## src/ttq_pkg.sv

```systemverilog
package ttq_pkg;

    localparam int QUEUE_DEPTH = 8;
    localparam int PTR_W       = (QUEUE_DEPTH > 1) ? $clog2(QUEUE_DEPTH) : 1;
    localparam int TIME_W      = 32;
    localparam int NUMER_W     = 24;
    localparam int FRAC_W      = 8;
    localparam int SPEED_W     = 32;
    localparam int CMD_W       = 3;

    localparam logic [NUMER_W-1:0] NUMER_RESET = NUMER_W'(3200000);

    localparam logic [CMD_W-1:0] CMD_START  = 3'd0;
    localparam logic [CMD_W-1:0] CMD_STOP   = 3'd1;
    localparam logic [CMD_W-1:0] CMD_FIRST  = 3'd2;
    localparam logic [CMD_W-1:0] CMD_SECOND = 3'd3;
    localparam logic [CMD_W-1:0] CMD_TAKE   = 3'd4;

    typedef struct packed {
        logic [CMD_W-1:0]  command;
        logic [TIME_W-1:0] timestamp;
    } ttq_in_t;

    typedef struct packed {
        logic               record_valid;
        logic [TIME_W-1:0]  first_time;
        logic [TIME_W-1:0]  second_time;
        logic [SPEED_W-1:0] speed_q24_8;
    } ttq_out_t;

    typedef enum logic [1:0] {
        ST_IDLE,
        ST_READ,
        ST_DIV,
        ST_EMIT
    } ttq_state_t;

endpackage

```

## src/two_sensor_transit_time_queue.sv

```systemverilog
// Pairs first- and second-sensor timer captures into a ring of QUEUE_DEPTH entries
// (QUEUE_DEPTH - 1 usable) and reports each popped pair with its speed in unsigned
// Q24.8, floor(speed_numerator * 256 / (second - first)). A take on an empty ring goes
// straight to the emit state; a take that pops a record does one ring read and then
// runs the radix-2 divider, one quotient bit per cycle. One word is handled at a time;
// a finished result waits in the output register while the next word is accepted.
// speed_numerator must be written by the user through cfg_wr_en/cfg_wr_data only while
// the block is idle; the block itself does not enforce it.
module two_sensor_transit_time_queue
    import ttq_pkg::*;
(
    input  logic               aclk,
    input  logic               aresetn,
    input  logic               s_valid,
    output logic               s_ready,
    input  ttq_in_t            s_data,
    output logic               m_valid,
    input  logic               m_ready,
    output ttq_out_t           m_data,
    input  logic               cfg_wr_en,
    input  logic [NUMER_W-1:0] cfg_wr_data
);

    localparam int RAM_W = 2 * TIME_W;

    ttq_state_t         state_reg, state_next;
    logic               acq_reg, acq_next;
    logic               armed_reg, armed_next;
    logic [TIME_W-1:0]  armed_time_reg, armed_time_next;
    logic [PTR_W-1:0]   wr_ptr_reg, wr_ptr_next;
    logic [PTR_W-1:0]   rd_ptr_reg, rd_ptr_next;
    logic [NUMER_W-1:0] numer_reg;
    logic [TIME_W-1:0]  first_reg, first_next;
    logic [TIME_W-1:0]  second_reg, second_next;
    logic               rec_valid_reg, rec_valid_next;
    logic               m_valid_reg, m_valid_next;
    ttq_out_t           m_data_reg, m_data_next;

    logic               ram_we;
    logic [RAM_W-1:0]   ram_wdata;
    logic [RAM_W-1:0]   ram_rdata;
    logic               div_start;
    logic               div_done;
    logic [SPEED_W-1:0] div_quot;
    logic [TIME_W-1:0]  div_divisor;
    logic [PTR_W-1:0]   wr_ptr_inc;
    logic [PTR_W-1:0]   rd_ptr_inc;

    function automatic logic [PTR_W-1:0] ptr_inc(input logic [PTR_W-1:0] p);
        logic [PTR_W-1:0] r;
        if (p == PTR_W'(QUEUE_DEPTH - 1)) begin
            r = '0;
        end else begin
            r = p + PTR_W'(1);
        end
        return r;
    endfunction

    assign wr_ptr_inc  = ptr_inc(wr_ptr_reg);
    assign rd_ptr_inc  = ptr_inc(rd_ptr_reg);
    assign ram_wdata   = {armed_time_reg, s_data.timestamp};
    assign div_divisor = ram_rdata[TIME_W-1:0] - ram_rdata[RAM_W-1:TIME_W];

    ttq_ram #(
        .WIDTH(RAM_W),
        .DEPTH(QUEUE_DEPTH)
    ) u_ring (
        .aclk (aclk),
        .we   (ram_we),
        .waddr(wr_ptr_reg),
        .wdata(ram_wdata),
        .raddr(rd_ptr_reg),
        .rdata(ram_rdata)
    );

    ttq_div u_div (
        .aclk    (aclk),
        .aresetn (aresetn),
        .start   (div_start),
        .dividend({numer_reg, FRAC_W'(0)}),
        .divisor (div_divisor),
        .done    (div_done),
        .quotient(div_quot)
    );

    always_comb begin
        state_next      = state_reg;
        acq_next        = acq_reg;
        armed_next      = armed_reg;
        armed_time_next = armed_time_reg;
        wr_ptr_next     = wr_ptr_reg;
        rd_ptr_next     = rd_ptr_reg;
        first_next      = first_reg;
        second_next     = second_reg;
        rec_valid_next  = rec_valid_reg;
        m_valid_next    = m_valid_reg && !m_ready;
        m_data_next     = m_data_reg;
        ram_we          = 1'b0;
        div_start       = 1'b0;
        s_ready         = 1'b0;

        case (state_reg)
            ST_IDLE: begin
                s_ready = 1'b1;
                if (s_valid) begin
                    case (s_data.command)
                        CMD_START, CMD_STOP: begin
                            acq_next    = (s_data.command == CMD_START);
                            armed_next  = 1'b0;
                            wr_ptr_next = '0;
                            rd_ptr_next = '0;
                        end
                        CMD_FIRST: begin
                            if (acq_reg) begin
                                armed_time_next = s_data.timestamp;
                                armed_next      = 1'b1;
                            end
                        end
                        CMD_SECOND: begin
                            if (acq_reg && armed_reg) begin
                                armed_next = 1'b0;
                                if (s_data.timestamp != armed_time_reg &&
                                    wr_ptr_inc != rd_ptr_reg) begin
                                    ram_we      = 1'b1;
                                    wr_ptr_next = wr_ptr_inc;
                                end
                            end
                        end
                        CMD_TAKE: begin
                            // The ring is read at rd_ptr_reg on this edge.
                            if (rd_ptr_reg == wr_ptr_reg) begin
                                rec_valid_next = 1'b0;
                                state_next     = ST_EMIT;
                            end else begin
                                rd_ptr_next = rd_ptr_inc;
                                state_next  = ST_READ;
                            end
                        end
                        default: begin
                        end
                    endcase
                end
            end
            ST_READ: begin
                first_next     = ram_rdata[RAM_W-1:TIME_W];
                second_next    = ram_rdata[TIME_W-1:0];
                rec_valid_next = 1'b1;
                div_start      = 1'b1;
                state_next     = ST_DIV;
            end
            ST_DIV: begin
                if (div_done) begin
                    state_next = ST_EMIT;
                end
            end
            ST_EMIT: begin
                if (!m_valid_reg || m_ready) begin
                    m_valid_next = 1'b1;
                    if (rec_valid_reg) begin
                        m_data_next.record_valid = 1'b1;
                        m_data_next.first_time   = first_reg;
                        m_data_next.second_time  = second_reg;
                        m_data_next.speed_q24_8  = div_quot;
                    end else begin
                        m_data_next = '0;
                    end
                    state_next = ST_IDLE;
                end
            end
            default: begin
                state_next = ST_IDLE;
            end
        endcase
    end

    always_ff @(posedge aclk) begin
        if (!aresetn) begin
            state_reg      <= ST_IDLE;
            acq_reg        <= 1'b0;
            armed_reg      <= 1'b0;
            armed_time_reg <= '0;
            wr_ptr_reg     <= '0;
            rd_ptr_reg     <= '0;
            numer_reg      <= NUMER_RESET;
            m_valid_reg    <= 1'b0;
        end else begin
            state_reg      <= state_next;
            acq_reg        <= acq_next;
            armed_reg      <= armed_next;
            armed_time_reg <= armed_time_next;
            wr_ptr_reg     <= wr_ptr_next;
            rd_ptr_reg     <= rd_ptr_next;
            m_valid_reg    <= m_valid_next;
            if (cfg_wr_en) begin
                numer_reg <= cfg_wr_data;
            end
        end
        first_reg     <= first_next;
        second_reg    <= second_next;
        rec_valid_reg <= rec_valid_next;
        m_data_reg    <= m_data_next;
    end

    assign m_valid = m_valid_reg;
    assign m_data  = m_data_reg;

    a_ptr_range: assert property (@(posedge aclk) disable iff (!aresetn)
        wr_ptr_reg <= PTR_W'(QUEUE_DEPTH - 1) && rd_ptr_reg <= PTR_W'(QUEUE_DEPTH - 1))
        else $error("ring pointer beyond the ring");

    a_no_overrun: assert property (@(posedge aclk) disable iff (!aresetn)
        ram_we |-> wr_ptr_inc != rd_ptr_reg)
        else $error("ring written while full");

    a_div_done_state: assert property (@(posedge aclk) disable iff (!aresetn)
        div_done |-> state_reg == ST_DIV)
        else $error("divider result outside the divide phase");

    a_empty_zero: assert property (@(posedge aclk) disable iff (!aresetn)
        m_valid_reg && !m_data_reg.record_valid |->
            m_data_reg.first_time == '0 && m_data_reg.second_time == '0 &&
            m_data_reg.speed_q24_8 == '0)
        else $error("empty-ring word carries nonzero fields");

    a_pop_after_read: assert property (@(posedge aclk) disable iff (!aresetn)
        state_reg == ST_READ |-> $past(rd_ptr_reg) != $past(wr_ptr_reg))
        else $error("ring read while empty");

endmodule

```

## src/ttq_ram.sv

```systemverilog
module ttq_ram #(
    parameter int WIDTH = 64,
    parameter int DEPTH = 8
) (
    input  logic                                        aclk,
    input  logic                                        we,
    input  logic [((DEPTH > 1) ? $clog2(DEPTH) : 1)-1:0] waddr,
    input  logic [WIDTH-1:0]                            wdata,
    input  logic [((DEPTH > 1) ? $clog2(DEPTH) : 1)-1:0] raddr,
    output logic [WIDTH-1:0]                            rdata
);

    logic [WIDTH-1:0] mem [DEPTH];

    always_ff @(posedge aclk) begin
        if (we) begin
            mem[waddr] <= wdata;
        end
        rdata <= mem[raddr];
    end

endmodule

```

## src/ttq_div.sv

```systemverilog
module ttq_div
    import ttq_pkg::*;
(
    input  logic               aclk,
    input  logic               aresetn,
    input  logic               start,
    input  logic [SPEED_W-1:0] dividend,
    input  logic [TIME_W-1:0]  divisor,
    output logic               done,
    output logic [SPEED_W-1:0] quotient
);

    localparam int CNT_W = $clog2(SPEED_W + 1);

    logic               busy_reg, busy_next;
    logic               done_reg, done_next;
    logic [CNT_W-1:0]   cnt_reg, cnt_next;
    logic [SPEED_W-1:0] quo_reg, quo_next;
    logic [TIME_W-1:0]  rem_reg, rem_next;
    logic [TIME_W-1:0]  dvs_reg, dvs_next;
    logic               zero_reg, zero_next;
    logic [TIME_W:0]    rem_shift;
    logic [TIME_W:0]    rem_diff;

    // One quotient bit per cycle, restoring form.
    assign rem_shift = {rem_reg, quo_reg[SPEED_W-1]};
    assign rem_diff  = rem_shift - {1'b0, dvs_reg};

    always_comb begin
        busy_next = busy_reg;
        done_next = 1'b0;
        cnt_next  = cnt_reg;
        quo_next  = quo_reg;
        rem_next  = rem_reg;
        dvs_next  = dvs_reg;
        zero_next = zero_reg;
        if (start) begin
            busy_next = 1'b1;
            cnt_next  = CNT_W'(SPEED_W);
            quo_next  = dividend;
            rem_next  = '0;
            dvs_next  = divisor;
            zero_next = (divisor == '0);
        end else if (busy_reg) begin
            if (!rem_diff[TIME_W]) begin
                rem_next = rem_diff[TIME_W-1:0];
                quo_next = {quo_reg[SPEED_W-2:0], 1'b1};
            end else begin
                rem_next = rem_shift[TIME_W-1:0];
                quo_next = {quo_reg[SPEED_W-2:0], 1'b0};
            end
            cnt_next = cnt_reg - CNT_W'(1);
            if (cnt_reg == CNT_W'(1)) begin
                busy_next = 1'b0;
                done_next = 1'b1;
            end
        end
    end

    always_ff @(posedge aclk) begin
        if (!aresetn) begin
            busy_reg <= 1'b0;
            done_reg <= 1'b0;
            cnt_reg  <= '0;
        end else begin
            busy_reg <= busy_next;
            done_reg <= done_next;
            cnt_reg  <= cnt_next;
        end
        quo_reg  <= quo_next;
        rem_reg  <= rem_next;
        dvs_reg  <= dvs_next;
        zero_reg <= zero_next;
    end

    assign done     = done_reg;
    assign quotient = zero_reg ? '0 : quo_reg;

    a_done_after_run: assert property (@(posedge aclk) disable iff (!aresetn)
        done_reg |-> !busy_reg && $past(busy_reg))
        else $error("divider finished without running");

endmodule
```

## config.mk

```make
export PLATFORM = sky130hd
export DESIGN_NAME = two_sensor_transit_time_queue
export DESIGN_NICKNAME = d
export VERILOG_FILES = /design/src/ttq_pkg.sv /design/src/two_sensor_transit_time_queue.sv /design/src/ttq_ram.sv /design/src/ttq_div.sv
export SDC_FILE = /design/constraint.sdc
export NUM_CORES = 1
export LEC_CHECK = 0
export CORE_MARGIN = 3
export CORE_UTILIZATION = 53
export DETAILED_ROUTE_END_ITERATION = 16
export DONT_BUFFER_PORTS = 1
export MAX_ROUTING_LAYER = met4
export PLACE_DENSITY_LB_ADDON = 0.15
export SYNTH_ARGS = -nofsm -noshare
export SYNTH_HDL_FRONTEND = slang
export SYNTH_SLANG_ARGS = --single-unit
export TNS_END_PERCENT = 1
```

## constraint.sdc

```tcl
create_clock -name aclk -period 6.9 [get_ports aclk]
set_input_delay 0.345 -clock aclk [delete_from_list [all_inputs] [get_ports aclk]]
set_output_delay 0.345 -clock aclk [all_outputs]
set_load 0.01 [all_outputs]
```

## Word level (Yosys, flattened, before mapping)

Memories as Yosys holds them, arrays and structs flattened. A register that Yosys moved wholly into a read port is not among the register bits.
Cells that the tools add are included.

- Reduce and logical (&&, ||, !) cells: 26
- $mul: 0
- Magnitude comparators: 0
- Bitwise operators: 3
- Add/subtract/negate cells: 5
- Shift-type cells: 0
- Div/mod/pow operators: 0
- Muxes and demuxes: 43
- Equal/unequal tests: 22

Operators by type and width:

| kind | number |
|---|---|
| $mux W32 | 4 |
| $mux W97 | 1 |
| $sub A33 B32 Y33 | 1 |
| $logic_not A32 Y1 | 1 |
| $ne A32 B32 Y1 | 1 |
| $sub A32 B32 Y32 | 1 |
| $mux W1 | 21 |
| $reduce_and A4 Y1 | 4 |
| $mux W3 | 5 |
| $ne A2 B2 Y1 const B | 7 |
| $mux W6 | 2 |
| $pmux W3 S2 | 2 |
| $mux W2 | 5 |
| $reduce_and A5 Y1 | 2 |
| $eq A3 B3 Y1 const B | 3 |
| $pmux W2 S4 | 1 |
| $reduce_bool A2 Y1 | 4 |
| $add A3 B1 Y3 const B | 2 |
| $eq A3 B2 Y1 const B | 2 |
| $eq A6 B1 Y1 const B | 1 |
| $reduce_or A2 Y1 | 3 |
| $sub A6 B1 Y6 const B | 1 |
| $eq A2 B2 Y1 const B | 2 |
| $ne A2 B1 Y1 const B | 2 |
| 16 further kinds | 21 |

- Output and inout port bits: 99
- Latch bits: 0
- Register bits after elaboration: 334
- Input bits: 64
- Bits in read-only memories: 0
- Memories kept: 1
- Bits in writable memories: 512

Memories:

| memory | words | width | read ports | clocked after Yosys merged registers in | wr ports | line | RTL |
|---|---|---|---|---|---|---|---|
| u_ring.mem | 8 | 64 | 1 | 1 | 1 | ttq_ram.sv:13 | `logic [WIDTH-1:0] mem [DEPTH];` |

## Logic depth before layout (Yosys ltp)

Gate-level depths: netlist of run 1.

- Word-level depth: 11
- Depth in mapped cells: 14
- Gate-level depth less buffers: 13

## By module

From an unflattened synthesis of run 1, not the netlist that was laid out.

- Cell total of the unflattened synthesis: 2,371
- Area total of the unflattened synthesis: 37,230.7 um^2

Modules (own cells, without submodules):

| module | sequential area each (um^2) | area an instance (um^2) | cells an instance | times used |
|---|---|---|---|---|
| ttq_ram | 16,656.0 | 20,547.2 | 816 | 1 |
| two_sensor_transit_time_queue | 6,206.0 | 10,402.5 | 908 | 1 |
| ttq_div | 2,752.6 | 6,281.0 | 647 | 1 |

## Worst setup path after synthesis of run 1

No wires, ideal clock.

- Path kind: register to register
- Start: register wr_ptr_reg[1]
- End: memory u_ring.mem[0][0], enable pin
- Data required time: 6.335 ns
- Arrival time: 5.830 ns
- Slack: 0.506 ns
- Cell stages (with the launch flop): 8
- Cell sequence: dfxtp_1 ha_1 ha_1 xnor2_1 a31oi_1 and4_1 nand2b_1 nor3_1

- Longest elaborated chain between the ends: 11

RTL lines:

| element | line | RTL |
|---|---|---|
| start, declared | two_sensor_transit_time_queue.sv:30 | `logic [PTR_W-1:0] wr_ptr_reg, wr_ptr_next;` |
| start signal, assigned | two_sensor_transit_time_queue.sv:191 | `wr_ptr_reg <= wr_ptr_next;` |
| $add A3 B1 Y3 / $eq A3 B3 Y1 (equally long branches) | two_sensor_transit_time_queue.sv:54, two_sensor_transit_time_queue.sv:51 |  |
| $mux W3 | two_sensor_transit_time_queue.sv:51 | `if (p == PTR_W'(QUEUE_DEPTH - 1)) begin` |
| $ne A3 B3 Y1 | two_sensor_transit_time_queue.sv:123 | `wr_ptr_inc != rd_ptr_reg) begin` |
| $logic_and A1 B1 Y1 | two_sensor_transit_time_queue.sv:122 | `if (s_data.timestamp != armed_time_reg &&` |
| $mux W1 | two_sensor_transit_time_queue.sv:122 |  |
| $mux W1 | two_sensor_transit_time_queue.sv:120 | `if (acq_reg && armed_reg) begin` |
| $mux W1 | two_sensor_transit_time_queue.sv:106 | `case (s_data.command)` |
| $mux W1 | two_sensor_transit_time_queue.sv:105 | `if (s_valid) begin` |
| $mux W1 | two_sensor_transit_time_queue.sv:102 | `case (state_reg)` |
| $mux W1 | ttq_ram.sv:16 | `if (we) begin` |
| $mux W1 (not written as such) | ttq_ram.sv:17 | `mem[waddr] <= wdata;` |
| end, declared | ttq_ram.sv:13 |  |

Several ways; a longest one is shown, not always the timed one.

## Worst setup path in the final report of run 1

- Start: register u_div.quo_reg[31]
- End: register u_div.rem_reg[9]

- Longest elaborated chain between the ends: 2

RTL lines:

| element | line | RTL |
|---|---|---|
| start, declared | ttq_div.sv:18 | `logic [SPEED_W-1:0] quo_reg, quo_next;` |
| start signal, assigned | ttq_div.sv:70 | `quo_reg <= quo_next;` |
| $sub A33 B32 Y33 | ttq_div.sv:27 | `assign rem_diff = rem_shift - {1'b0, dvs_reg};` |
| $mux W32 | ttq_div.sv:45 | `if (!rem_diff[TIME_W]) begin` |
| end signal, assigned | ttq_div.sv:71 | `rem_reg <= rem_next;` |
| end, declared | ttq_div.sv:19 | `logic [TIME_W-1:0] rem_reg, rem_next;` |

No other way between the ends.
A chain may end at the register's enable or synchronous reset.

==> results of run 1 <==
==> critical path: stages (launching register included) <==
cell	delay (ns)
edfxtp_1	0.35
inv_1	0.06
ha_1	0.21
fa_1	0.40
and2b_1	0.24
o31a_1	0.20
o211ai_1	0.22
o2111ai_1	0.36
a41oi_2	0.22
o21ai_2	0.26
a41oi_2	0.22
xnor2_4	0.26
buf_4	0.48
mux2i_1	0.27
a211oi_1	0.10
==> path summary, 6_finish.rpt <==
check / from / end / slack [ns] / depth (start not counted)
worst min-delay path: s_data[34] / armed_reg / 0.06 / 3
worst min register to register: u_ring.rdata[51] / first_reg[19] / 0.43 / 0
worst max register to register: u_div.quo_reg[31] / u_div.rem_reg[9] / 2.85 / 14
worst max-delay path: u_div.quo_reg[31] / u_div.rem_reg[9] / 2.85 / 14
==> metrics by stage <==
stage,cells,worst slack [ns],utilization,power [mW]
after floorplan,2255,0.5058,-,8.136
after global placement,3060,2.982,0.5543,8.525
after detailed placement,3060,2.879,0.5543,8.560
final,3320,2.852,0.6134,13.57
after CTS,3319,2.851,0.6133,13.67
after global routing,3319,2.579,0.6133,14.14
==> cell type report <==
type	instances	area [um^2]	area share
inverter	84	315.3	0.007601
antenna	1	2.502	0.00006032
timing repair buffer	110	1089	0.02624
clock buffer	125	2673	0.06442
multi-input combinational	1168	10300	0.2483
sequential	910	25540	0.6158
clock inverter	49	466.7	0.01125
tap	873	1092	0.02633
==> synth_stat cells, types with 3 or more instances <==
cell type,count,area (um^2)
edfxtp_1,731,21950
dfxtp_1,179,3583
nand2_1,148,555.5
mux4_2,128,2883
and2_1,103,644.4
nor2_1,101,379.1
a21oi_1,92,460.4
inv_1,83,311.6
ha_1,73,913.4
clkbuf_1,68,255.2
mux2_2,64,720.7
mux2i_1,64,640.6
xor2_1,61,534.3
xnor2_1,36,315.3
o21ai_0,35,175.2
a211oi_1,28,210.2
a21o_1,25,187.7
a22o_1,24,210.2
nor3_1,21,105.1
buf_1,20,75.07
o21a_1,19,142.6
nand4_1,13,81.33
nor2b_1,11,68.82
and3_1,10,62.56
nor4_1,10,62.56
nand2b_1,9,56.30
o211ai_1,9,67.56
a31oi_1,7,43.79
nand3_1,6,30.03
o21bai_1,6,45.04
o221ai_1,6,52.55
o31ai_1,4,30.03
or2_2,4,25.02
or4_1,4,30.03
a211o_1,3,26.28
a21boi_0,3,22.52
o211a_1,3,30.03
o31a_1,3,26.28
or3_1,3,18.77
==> kinds of logic after synthesis <==
kind of cell    synth area share
compound gates           0.05207
xor+xnor                 0.02377
fa+ha+maj                0.02617
buf+inv                  0.01882
flops                     0.7010
mux                       0.1165
simple gates             0.06166
==> routing by layer <==
layer  wire (um)  share of wire
met2       40110           0.50
met4        1902          0.024
met5           0              0
met1       34080           0.43
met3        3911          0.049
==> power breakdown <==
group / switching [mW] / leakage, nW / internal, mW / total, mW
combinational: 1.10 / 4.84 / 0.769 / 1.86
sequential: 0.247 / 8.21 / 6.40 / 6.65
clock: 2.07 / 1.53 / 2.99 / 5.06
==> results.md, run 1 <==
* Status: finished, final reports clean
* Routed wire per std cell at 24.10 um
* Total standard cell area after synthesis at 36430 um^2
* Synthesized netlist net count at 2394
* Number of filler cells placed in the layout at 4869
* Global-route usage over all layers at 0.2313
* Post-synth top flop: edfxtp_1
* Final WL at 80010 um
* Worst IR Drop VDD at 0.2290 mV
* Number of global-route vias before repair at 19388
* Die W at 268.2 um
* Final-report hold violation count at 0
* Number of antenna violations at the first check in global routing at 5
* Post-CTS Setup Bufs at 0
* Final Instance Area at 41480 um^2
* Number of detailed-route iterations in the first pass at 6
* I/O pin total at 163
* Number of flops mapped to enable cells by yosys at 731
* Static Leakage at 14.58 nW
* Global routing met2 resource utilization at 0.3788
* Post-route DRC violation count at 0
* Flops & latches, synth at 910
* Critical path endpoint category: flop
* Via density per instance at 5.789
* # resized after CTS at 0
* Clock-pin slew on the worst setup and hold paths at 0.06 ns
* Syn Inst Count at 2255
* Tmin final at 4.048 ns
* Pin count of the biggest net entering global routing at 99
* Commonest cells after routing, fill and taps aside: 731 x edfxtp_1, 175 x dfxtp_1, 147 x nand2_1
* Required time of the critical path at 7.37 ns
* Initial cell density of the core at 0.5386
* Number of input and output port buffers inserted at 0
* Vertical die dimension at 268.2 um
* Max Clk Rate at 247.0 MHz
* GRT busiest layer: met2
* CP arrival at 4.52 ns
* Max FFs per register at 512
* Routed vias at 19221
* Post-route antenna net violation count at 0
* Setup CP Type: flop to flop
* Aggregate negative setup slack at 0 ns
* Aggregate global routing overflow at 0
* Total power per unit cell area at 327.2 nW/um^2
* Number of hold buffers added after cts at 85
* Standard cell core area at 67630 um^2
* Headroom to the max-slew limit at 0.2619
* Die Area at 71910 um^2
* Clock sinks at 910
* Half-perimeter wire length after placement at 47310 um
* Area delta synth->final at 13.88%
* Worst-path maximum fanout at 29
* Startpoint type of the worst setup path: flop
* CTS buffer count at 92
* Number of DRC violations after detailed-routing iteration 0 at 1477
* Clock Skew at 0.02710 ns
* Insertion delay of the later-clocked pin in the worst-skew pair at 0.65 ns
* Share of final-layout standard cells stronger than drive strength 1 at 0.1639
* Post-detailed-placement cell area at 37490 um^2
* First-pass GRT wire length at 120300 um
* Yosys cell types at 69
* MaxCap Viol Count at 0
* Setup violation total in the final timing report at 0
* Share of the yosys chip area belonging to registers at 0.7010
* Setup repair after global routing missed its margin: false
* Share of synthesized flip-flops with an asynchronous set or reset at 0
* Clock tree from TritonCTS: yes
* Number of slew-limit violations in the final report at 0
* Count of warnings emitted by yosys at 0
* Number of cell rows at 95
* Global routing met1 resource utilization at 0.3040
* CTS max path bufs at 3
* Worst hold path type: input port to flop
* Final hold slack at 0.05526 ns
* Cell at the root of the clock tree: clkbuf_16
* Net count reported at finish at 2505
* Least-Margin Pin Slew at 1.107 ns
* Final critical-path share of the clock period at 0.5866
* Synthesized area divided by synthesized cell count at 16.15 um^2
* Met3 track utilization from global routing at 0.03946
* Most frequent standard cell in the layout excluding fill and tap cells: edfxtp_1
* Final weighted congestion in routability-driven placement at 0.9089
* Number of levels in the clock H-tree at 3
No activity file was read; power rests on OpenSTA's default activity.
==> run 2: changes to the inputs <==
- clock period: 6.9 -> 3.94 ns (I/O delays scaled with it)
==> run 2 against run 1 <==
Effect of this change: sequential cell count did not move; critical path depth stayed put; clock skew is 0.0011 ns lower; clock power grew 75%; worst setup slack worse by 2.5 ns; fmax grew 12%; register-to-register slack worse by 2.5 ns; worst hold slack got worse by 0.042 ns; global-route usage rose by 0.22 points; sequential power rose by 74%; critical path type unchanged.
==> results.md, run 2 (synthesis gave the netlist of run 1 again) <==
* Status: finished, final reports clean
* Min-Delay Startpoint: s_valid
* Switching share of power at 0.2496
* I/O pin total at 163
* Post-route antenna net violation count at 0
* Routed vias at 19394
* Commonest cells after routing, fill and taps aside: 731 x edfxtp_1, 175 x dfxtp_1, 147 x nand2_1
* Cell depth of the worst flop-to-flop path at 14
* Worst Setup Slack, final at 0.3183 ns
* Half-perimeter wire length after placement at 48370 um
* Setup slack on the worst flop-to-flop path at 0.32 ns
* Number of global-route vias before repair at 19629
* Number of slew-limit violations in the final report at 0
* Max Clk Rate at 276.1 MHz
* Number of cell rows at 95
* Worst-path maximum fanout at 24
* Clock-pin slew on the worst setup and hold paths at 0.06 ns
* CTS max path bufs at 3
* Worst hold path type: input port to flop
* Most frequent standard cell in the layout excluding fill and tap cells: edfxtp_1
* Number of filler cells placed in the layout at 4812
* Total power per unit cell area at 570.7 nW/um^2
* Aggregate negative setup slack at 0 ns
* Standard cell core area at 67630 um^2
* Final WL at 79640 um
* Startpoint type of the worst setup path: flop
* Number of antenna violations at the first check in global routing at 10
* Launch point of the critical path: u_div.quo_reg[31]
* Net count reported at finish at 2521
* Via density per instance at 5.815
* Headroom to the max-slew limit at 0.3116
* Power spent charging and discharging nets at 5.944 mW
* Insertion delay of the later-clocked pin in the worst-skew pair at 0.64 ns
* Pin count of the biggest net entering global routing at 132
* MaxCap Viol Count at 0
* Initial cell density of the core at 0.5386
* Share of final-layout standard cells stronger than drive strength 1 at 0.1650
* Final-report hold violation count at 0
* Final Instance Area at 41740 um^2
* Area delta synth->final at 14.58%
* Clock sinks at 910
* Worst slack at placement at 0.3397 ns
* Routed wire per std cell at 23.88 um
* First-pass GRT wire length at 121300 um
* Worst IR Drop VDD at 0.4314 mV
* Final critical-path share of the clock period at 0.9192
* Power, Total at 23.82 mW
* Endpoint of the most critical setup path: u_div.rem_reg[14]
* Vertical die dimension at 268.2 um
* Number of detailed-route iterations in the first pass at 7
* Least-Margin Pin Slew at 1.033 ns
* CTS buffer count at 93
* Post-route DRC violation count at 0
* Number of input and output port buffers inserted at 0
* Final hold slack at 0.01342 ns
* Aggregate global routing overflow at 0
* Required time of the critical path at 4.40 ns
* Post-detailed-placement cell area at 37750 um^2
* Number of levels in the clock H-tree at 3
* CP arrival at 4.08 ns
* Part of the total power dissipated in the clock network at 0.371
* Clock tree from TritonCTS: yes
* Cell at the root of the clock tree: clkbuf_16
* # resized after CTS at 0
* Sequential group share of total power at 0.489
* Final weighted congestion in routability-driven placement at 0.9145
* Tmin final at 3.622 ns
* Internal power at 17.87 mW
* Static Leakage at 14.67 nW
* Die Area at 71910 um^2
* Terminus of the critical flop-to-flop path: u_div.rem_reg[14]
* Max FFs per register at 512
* Clock Skew at 0.02604 ns
* Die W at 268.2 um
* Setup repair after global routing missed its margin: false
* Global-route usage over all layers at 0.2335
* Relative contribution of combinational cells to total power at 0.140
* Setup violation total in the final timing report at 0
* Setup CP Type: flop to flop
* Critical path endpoint category: flop
* Reg2Reg Launch Point: u_div.quo_reg[31]
* Number of DRC violations after detailed-routing iteration 0 at 1549
## run 2: cell types whose count changed in the layout (fill, tap and decap cells not counted), sizes merged
cell,change
clkinvlp,-2
dlygate4sd3,+1
clkinv,-11
buf,+14
inv,-1
clkbuf,+14
## run 2: layer usage
layer | global-route usage | vias to the layer above | wire [um]
met5 | - | - | 0
met4 | 0.07074 | 0 | 2262
met3 | 0.03516 | 136 | 4078
met2 | 0.3755 | 544 | 39460
met1 | 0.3118 | 9876 | 33830
li1 | - | 8838 | -
## run 2: cell type report
cell class,instances,area [um^2],share of cell area
multi-input combinational,1168,10310,0.2471
tap,873,1092,0.02617
sequential,910,25540,0.6120
inverter,84,316.6,0.007584
timing repair buffer,125,1341,0.03214
clock buffer,139,2735,0.06553
clock inverter,35,394.1,0.009443
antenna,1,2.502,0.00005995
## run 2: worst max-delay path, cell delays in order (launching register included)
cell	delay, ns
edfxtp_1	0.36
inv_1	0.07
ha_1	0.20
fa_1	0.40
and2b_1	0.23
o31a_1	0.20
o211ai_1	0.19
o2111ai_1	0.31
a41oi_2	0.23
o21ai_2	0.27
a41oi_2	0.22
xnor2_4	0.22
buf_12	0.24
mux2i_1	0.22
a211oi_1	0.09
## run 2: what timing repair did
| action | CTS | global route |
|---|---|---|
| hold buffers | 86 | 0 |
| endpoints found under the hold margin | 329 | 0 |
| setup buffers | 0 | 0 |
## run 2: power groups by stage
stage | Combinational [mW] | Clock (mW) | Sequential, mW
2_1_floorplan | 2.53 | 0 | 11.7
3_3_place_gp | 3.16 | 0 | 11.8
3_5_place_dp | 3.21 | 0 | 11.9
4_1_cts | 3.35 | 9.00 | 11.7
5_1_grt | 3.73 | 9.40 | 11.7
6_report | 3.34 | 8.83 | 11.6
## run 2: worst min path at each step
stage,cells after the start,slack (ns),to
after CTS,5,0.002,rd_ptr_reg[2]
after floorplan,1,0.29,acq_reg
after global placement,1,0.26,numer_reg[12]
after detailed placement,1,0.27,numer_reg[12]
after global routing,2,0.04,rec_valid_reg
final,2,0.01,rec_valid_reg
## run 2: stage by stage
stage,util,instances
finish,0.6171,3335
floorplan,-,2255
CTS,0.6171,3334
global route,0.6171,3334
global placement,0.5581,3074
detailed placement,0.5581,3074
